==> src/rtl/core/fmob_pkg.sv <==
// ----------------------------------------------------------------------------
// fmob_pkg
// Shared widths, codes and the operation record that the front end hands
// to the back end of the frame mean-offset binarizer.
// ----------------------------------------------------------------------------
package fmob_pkg;

   localparam int unsigned PIX_W   = 8;
   localparam int unsigned COUNT_W = 16;
   localparam int unsigned SUM_W   = 23;
   localparam int unsigned THR_W   = 10;

   localparam int unsigned MAX_PIXELS_DEFAULT = 32768;

   // The queue depth must stay a power of two: the pointers wrap naturally.
   localparam int unsigned QUEUE_DEPTH = 4;
   localparam int unsigned QPTR_W      = $clog2(QUEUE_DEPTH);
   localparam int unsigned QCNT_W      = $clog2(QUEUE_DEPTH + 1);

   localparam int unsigned DIV_STEP_W = $clog2(SUM_W);

   localparam logic CMD_LOAD = 1'b0;
   localparam logic CMD_READ = 1'b1;

   localparam logic [PIX_W-1:0] LEVEL_BELOW = 8'd254;
   localparam logic [PIX_W-1:0] LEVEL_ABOVE = 8'd0;
   localparam logic [PIX_W-1:0] MIN_RESET   = 8'd255;

   typedef struct packed {
      logic               is_read;
      logic               first_read;
      logic               last;
      logic [COUNT_W-1:0] addr;
      logic [PIX_W-1:0]   pixel;
      logic [SUM_W-1:0]   sum;
      logic [PIX_W-1:0]   min_val;
      logic [COUNT_W-1:0] count;
   } fmob_op_type;

endpackage

==> src/rtl/core/fmob_queue.sv <==
// ----------------------------------------------------------------------------
// fmob_queue
// Small first-in first-out queue of operations between front and back end.
// ----------------------------------------------------------------------------
module fmob_queue (
   input  logic                  clock,
   input  logic                  reset,
   input  logic                  push,
   input  fmob_pkg::fmob_op_type push_op,
   input  logic                  pop,
   output logic                  head_valid,
   output fmob_pkg::fmob_op_type head_op,
   output logic                  full
);
   import fmob_pkg::*;

   fmob_op_type         entry_ff [QUEUE_DEPTH];
   logic [QPTR_W-1:0]   wr_ptr_ff, wr_ptr_in;
   logic [QPTR_W-1:0]   rd_ptr_ff, rd_ptr_in;
   logic [QCNT_W-1:0]   fill_ff, fill_in;

   assign head_valid = (fill_ff != '0);
   assign full       = (fill_ff == QCNT_W'(QUEUE_DEPTH));
   assign head_op    = entry_ff[rd_ptr_ff];

   always_comb begin
      wr_ptr_in = push ? wr_ptr_ff + 1'b1 : wr_ptr_ff;
      rd_ptr_in = pop ? rd_ptr_ff + 1'b1 : rd_ptr_ff;
      fill_in   = fill_ff + QCNT_W'(push) - QCNT_W'(pop);
   end

   always_ff @(posedge clock) begin
      if (push) begin
         entry_ff[wr_ptr_ff] <= push_op;
      end
   end

   always_ff @(posedge clock) begin
      if (reset) begin
         wr_ptr_ff <= '0;
         rd_ptr_ff <= '0;
         fill_ff   <= '0;
      end else begin
         wr_ptr_ff <= wr_ptr_in;
         rd_ptr_ff <= rd_ptr_in;
         fill_ff   <= fill_in;
      end
   end

endmodule

==> config.mk <==
export PLATFORM = sky130hd
export DESIGN_NAME = fmob_queue
export DESIGN_NICKNAME = d
export VERILOG_FILES = /design/src/rtl/core/fmob_pkg.sv /design/src/rtl/core/fmob_queue.sv
export SDC_FILE = /design/constraint.sdc
export NUM_CORES = 1
export LEC_CHECK = 0
export ABC_AREA = 1
export BUFFER_PORTS_ARGS = -buffer_cell sky130_fd_sc_hd__buf_2
export CORE_AREA = 2 2 172 174
export CTS_CLUSTER_DIAMETER = 100
export DETAILED_ROUTE_END_ITERATION = 16
export DIE_AREA = 0 0 174 176
export GPL_TIMING_DRIVEN = 1
export PLACE_DENSITY = 0.58
export SETUP_SLACK_MARGIN = 0.1
export SYNTH_ARGS = -nofsm -noshare
export SYNTH_HDL_FRONTEND = slang
export SYNTH_SLANG_ARGS = --single-unit
==> constraint.sdc <==
create_clock -name clock -period 4.3 [get_ports clock]
set_input_delay 0.86 -clock clock [delete_from_list [all_inputs] [get_ports clock]]
set_output_delay 0.86 -clock clock [all_outputs]
set_load 0.02 [all_outputs]
==> metrics.md, run 1 <==
| Metric | Value |
|---|---|
| CP required | 3.44 ns |
| Async SR Flop Fraction | 0% |
| Pins Over Slew Limit | 0 |
| Count leader, synth | edfxtp_1 |
| Switch share | 24.13% |
| Die area | 0.03062 mm2 |
| Yosys reg bits | 305 |
| Final Hold Viols | 0 |
| CP Capture Type | output port |
| Area Growth Syn to Fin | 16.81% |
| Clock share of power | between 30% and 40% |
| Unrepaired setup endpoints after global routing | no |
| Initial antenna violation count | 4 |
| EDFF count, synth | around 300 |
| PortBufs | approximately 150 |
| Main synth FF type | edfxtp_1 |
| Int Pwr | 5.133 mW |
| Layout Skew | 0.02434 ns |
| Post-synth top area share | 73.20% |
| 1st-iter DRT viols | 377 |
| Post-DP HPWL | ~14 mm |
| Die H | ~180 um |
| Setup Viol. Count Final | 0 |
| Sequential Power Share | 51.0% |
| CTS Root Cell | clkbuf_16 |
| Num CTS Buffers | 34 |
| Synth area leaders | edfxtp_1 (73%), inv_1 (5.1%), nand2_1 (4.8%) |
| Vias in the first global route | 6914 |
| I/O pin count | 154 |
| Sequential share of the synthesized area | 74.68% |
| Period utilization | 74.62% |
| Final GP Congestion | ~0.7 |
| Tot GR Track Use | 15.51% |
| Tmin final | 3.209 ns |
| WL per Instance | 15.90 um |
| Max Fanout on Critical Path | 160 |
| Ys Warns | 0 |
| Pin count of the biggest net entering global routing | 161 |
| Final hold slack | 0.4675 ns |
| Worst Tran Pin Value | approximately 0.78 ns |
| Worst-path clk slew | 0.06 ns |
| Rows | 62 |
| Mapped Cells | 919 |
| Mapped Area | approximately 0.012 mm2 |
| Distinct cell type count after synthesis | 18 |
| CORE AREA | 0.02855 mm2 |
| Net Switching | 1.633 mW |
| CTS tree | yes |
| Fmax | 311.7 MHz |
| Yosys top cell by area | edfxtp_1 |
| Max cap viols | 0 |
| Drt first pass iters | 4 |
| Num Clock Sinks | just over 300 |
| Crit Path Class | reg -> out |
| Peak supply drop | 0.2622 mV |
| GRT overflow | 0 |
| Starting density of the core | a little over two fifths |
| CP Launch Type | flip-flop |
| Post-route ant nets | 0 |
| H-tree depth | 2 |
| Critical path arrival | 2.35 ns |
| TNS Setup | 0 ns |
| DRC | 0 |
| Syn Nets | 1004 |
| Top cells by count, synth | edfxtp_1 (296), inv_1 (164), nand2_1 (156), a21oi_1 (80), o211ai_1 (68) |
| Vias per inst | 4.816 |
| Via count | 7137 |
| Die extent in x | 174 um |
| Pleak | 5.512 nW |
| Placed cells | 1419 |
| Global-route wire length before repair | about 37 mm |
| Post-Syn Area per Cell | 13.21 um2 |
| Hold/Removal Path Class | reg -> reg |
| CTS Hold Buffers Added | 0 |
| Total Wirelength | 23.56 mm |
| Clock Path Buffers | 3 |
| Non-Filler Instances | approximately 1500 |
| Post-cts resize count | 0 |
| Worst-Skew Late Latency | between 0.5 and 0.6 ns |
| Layout cells sized above 1 | around a fifth |
| Combinational power share | 10.0% |
| Final #Nets | around 1200 |
| Status | complete, no violations |
| Rel. slew slack | 47.98% |
| Post-CTS setup buffer count | 0 |
| Power per Cell Area | around 480 mW/mm2 |
## power groups by stage
stage                     clock network (mW)  logic, mW  registers, mW
after floorplan                            0      0.466           3.49
after global placement                     0      0.683           3.51
after detailed placement                   0      0.691           3.52
after CTS                               2.71      0.693           3.45
after global routing                    2.83      0.754           3.46
final                                   2.64      0.677           3.45
## final timing paths
path | from | endpoint | cells after the start | slack, ns
worst max register to register | wr_ptr_ff[0] | entry_ff[2][20] | 5 | 2.17
worst max-delay path | flip-flop | head_op[7] | 5 | 1.09
worst min register to register | rd_ptr_ff[1] | flip-flop | 2 | 0.47
worst min-delay path | rd_ptr_ff[1] | flip-flop | 2 | 0.47
## area by class of cell
type / count / area, um2
Timing Repair Buffer: 165 / 893.4
Fill cell: 2572 / 14360
Clock inverter: 12 / 88.84
Clock buffer: 48 / 934.6
Sequential cell: 305 / 9076
Tap cell: 384 / 480.5
Antenna cell: 3 / 7.507
Multi-Input combinational cell: 401 / 2082
Inverter: 164 / 620.6
## metal layers
layer,global-route usage (%),wire length [um]
met1,19.97,10390
met2,26.01,11350
met3,3.208,1204
met4,5.987,598
met5,0,18
## cells by family after synthesis
family	synth area share (%)
AND/OR/NAND/NOR	5.028
AO/OA/AOI/OAI	11.33
adder cells (fa/ha/maj)	0.7831
buffers and inverters	8.171
flip-flops	74.68
## state kept, by name (all words and copies together) (netlist names), named ones only
signal and count:
rd_ptr_ff 2, entry_ff 296, fill_ff 3, wr_ptr_ff 2
## cells in the final DEF, fill, tap and decap left out
cell	instances
inv_1	160
o21ai_0	48
o211ai_2	6
a21oi_1	80
nand2_1	156
clkinv_2	9
ha_1	6
clkbuf_1	12
o211ai_1	68
dfxtp_4	2
buf_4	9
nor2_1	4
o21ai_1	30
buf_2	153
diode_2	3
clkbuf_8	1
clkinvlp_4	2
clkbuf_16	35
dfxtp_1	7
clkinv_8	2
buf_12	3
clkinv_1	2
nand3_1	2
clkinv_4	1
fa_1	1
edfxtp_1	296
## worst max-delay path, cell delays in order, from the launching register on
cell      delay (ns)
dfxtp_4         0.66
buf_12          0.51
nand2_1         0.14
o211ai_1        0.11
nand2_1         0.12
buf_2           0.18
## stage by stage
step | setup slack, ns | cell area [um2] | utilization [%] | power (mW)
after floorplan | 1.543 | 12140 | - | 3.957
after global placement | 1.624 | 13150 | 46.07 | 4.194
after detailed placement | 1.602 | 13150 | 46.07 | 4.206
after CTS | 1.067 | 14180 | 49.66 | 6.856
after global routing | 0.8998 | 14180 | 49.68 | 7.051
final | 1.091 | 14180 | 49.68 | 6.766
Power figures use the tool's default switching activity.
==> inputs of run 2 (changes only) <==
- PLACE_DENSITY: 0.58 -> 0.61
- clock period: 4.3 -> 2.6 ns (I/O delays scaled with it)
==> run 2 against run 1 <==
Design area up 1.1%. Clock skew down 0.0092 ns. Via count down 2.3%. Critical path depth unchanged. Register-to-register slack worse by 1.4 ns. Worst hold slack worse by 0.25 ns. Total power up 67%. Core utilization up 0.53 points.
==> metrics.md, run 2 (synthesis gave the netlist of run 1 again) <==
| Metric | Value |
|---|---|
| Pleak | 5.580 nW |
| Post-DP HPWL | 13.01 mm |
| Worst-Skew Late Latency | approximately 0.5 ns |
| Rel. slew slack | 64.87% |
| Vias per inst | between 4 and 5 |
| CTS Root Cell | clkbuf_16 |
| Biggest register | entry_ff |
| Clock Path Buffers | 3 |
| Die area | 0.03062 mm2 |
| Starting density of the core | 42.54% |
| Worst-path clk slew | 0.05 ns |
| Area Growth Syn to Fin | 18.04% |
| Pins Over Slew Limit | 0 |
| Status | complete, no violations |
| TNS Setup | 0 ns |
| DRC | 0 |
| CP Capture Type | output port |
| Die extent in x | 174 um |
| Initial antenna violation count | 4 |
| Int Pwr | 8.729 mW |
| Tmin final | between 2 and 2.5 ns |
| Layout Skew | 0.01510 ns |
| Post-route ant nets | 0 |
| Fmax | 429.7 MHz |
| CP Launch Type | flip-flop |
| PortBufs | 153 |
| Power per Cell Area | 790.5 mW/mm2 |
| Global-route wire length before repair | 35.35 mm |
| WL per Instance | about 15 um |
| Drt first pass iters | 4 |
| Period utilization | 89.51% |
| Commonest non-fill, non-tap cell in the layout | edfxtp_1 |
| Total Wirelength | 22.33 mm |
| H-tree depth | 2 |
| CTS Hold Buffers Added | 0 |
| Switch share | 22.96% |
| Non-Filler Instances | between 1000 and 1500 |
| Worst Tran Pin Value | 0.5269 ns |
| Final GP Congestion | between 0.7 and 0.8 |
| Placed cells | 1424 |
| Final Hold Viols | 0 |
| Biggest regs | entry_ff: 296 flops, fill_ff: 3 flops |
| Net Switching | 2.602 mW |
| Max reg flops | slightly below 300 |
| Critical path arrival | 1.81 ns |
| GRT overflow | 0 |
| Tot GR Track Use | 14.75% |
| Vias in the first global route | 6718 |
| Pin count of the biggest net entering global routing | 117 |
| Max cap viols | 0 |
| Via count | 6973 |
| Clock share of power | 39.6% |
| CORE AREA | 0.02855 mm2 |
| CTS tree | yes |
| Combinational power share | 10.2% |
| Num Clock Sinks | 305 |
| Layout cells sized above 1 | between 20% and 30% |
| Num CTS Buffers | 34 |
| Rows | 62 |
| Setup Viol. Count Final | 0 |
| CP required | 2.08 ns |
| I/O pin count | 154 |
| Layout filler cell count | 2528 |
| Unrepaired setup endpoints after global routing | no |
| Sequential Power Share | 50.1% |
| Hold/Removal Path Class | in -> reg |
| Crit Path Class | reg -> out |
| Most frequent cells in the layout | edfxtp_1 (296), inv_1 (160), nand2_1 (156) |
| Max Fanout on Critical Path | approximately 120 |
| Peak supply drop | 0.4515 mV |
| 1st-iter DRT viols | 476 |
| Final #Nets | 1161 |
| Die H | approximately 180 um |
run 2: cell types whose count changed in the layout (fill, tap and decap cells not counted), sizes merged:
cell and change:
clkbuf -8, buf +5, bufinv +3, diode -1, inv +1
run 2: repair_timing:
item / CTS / global route
hold endpoints to repair: 0 / 0
endpoints found under the setup margin: 0 / 11
resized for setup: 0 / 2
buffers inserted: 0 / 0
run 2: power by group through the flow:
stage	Combinational [mW]	Sequential [mW]	Clock [mW]
after floorplan	0.770	5.77	0
after global placement	1.16	5.78	0
after detailed placement	1.18	5.78	0
after CTS	1.18	5.68	4.64
after global routing	1.29	5.70	4.83
final	1.16	5.68	4.49
run 2: final cells by class:
cell class / instances / area (um2) / share of cell area (%)
Multi-Input combinational cell: 401 / 2082 / 14.53
Clock inverter: 16 / 157.7 / 1.100
Sequential cell: 305 / 9076 / 63.32
Antenna cell: 2 / 5.005 / 0.03492
Inverter: 164 / 620.6 / 4.330
Timing Repair Buffer: 170 / 1017 / 7.097
Tap cell: 384 / 480.5 / 3.352
Clock buffer: 40 / 894.6 / 6.241
run 2: path summary, 6_finish.rpt:
path | from | end | slack (ns) | cells past startpoint
setup / recovery | flip-flop | head_op[29] | 0.27 | 5
hold reg to reg | rd_ptr_ff[1] | flip-flop | 0.46 | 2
hold / removal | reset | fill_ff[0] | 0.22 | 2
setup reg to reg | wr_ptr_ff[0] | entry_ff[0][29] | 0.80 | 5
run 2: layer usage:
layer / global-route usage (%) / part of all wire, % / vias to the layer above / wire, um
met5: 0 / 0.10 / - / 23
li1: - / - / 3509 / -
met1: 18.04 / 42 / 3267 / 9362
met2: 25.20 / 49 / 145 / 10960
met4: 5.217 / 2.6 / 4 / 591
met3: 4.134 / 6.3 / 48 / 1396
run 2: through the flow:
step           power (mW)  setup WS [ns]  hold WS, ns  cell area (um2)  utilization (%)
2_1_floorplan       6.545         0.1486       0.4356            12140                -
3_3_place_gp        6.942         0.7207       0.4548            13270            46.47
3_5_place_dp        6.963         0.7081       0.4657            13270            46.47
4_1_cts             11.50         0.1745       0.1977            14320            50.15
5_1_grt             11.82         0.1119       0.2053            14330            50.20
6_report            11.33         0.2727       0.2220            14330            50.21
run 2: worst max-delay path, cell delays in order, from the launching register on:
cell and delay (ns):
dfxtp_4 0.44, buf_16 0.35, a21oi_1 0.12, o21ai_0 0.09
nand2_1 0.08, buf_2 0.16
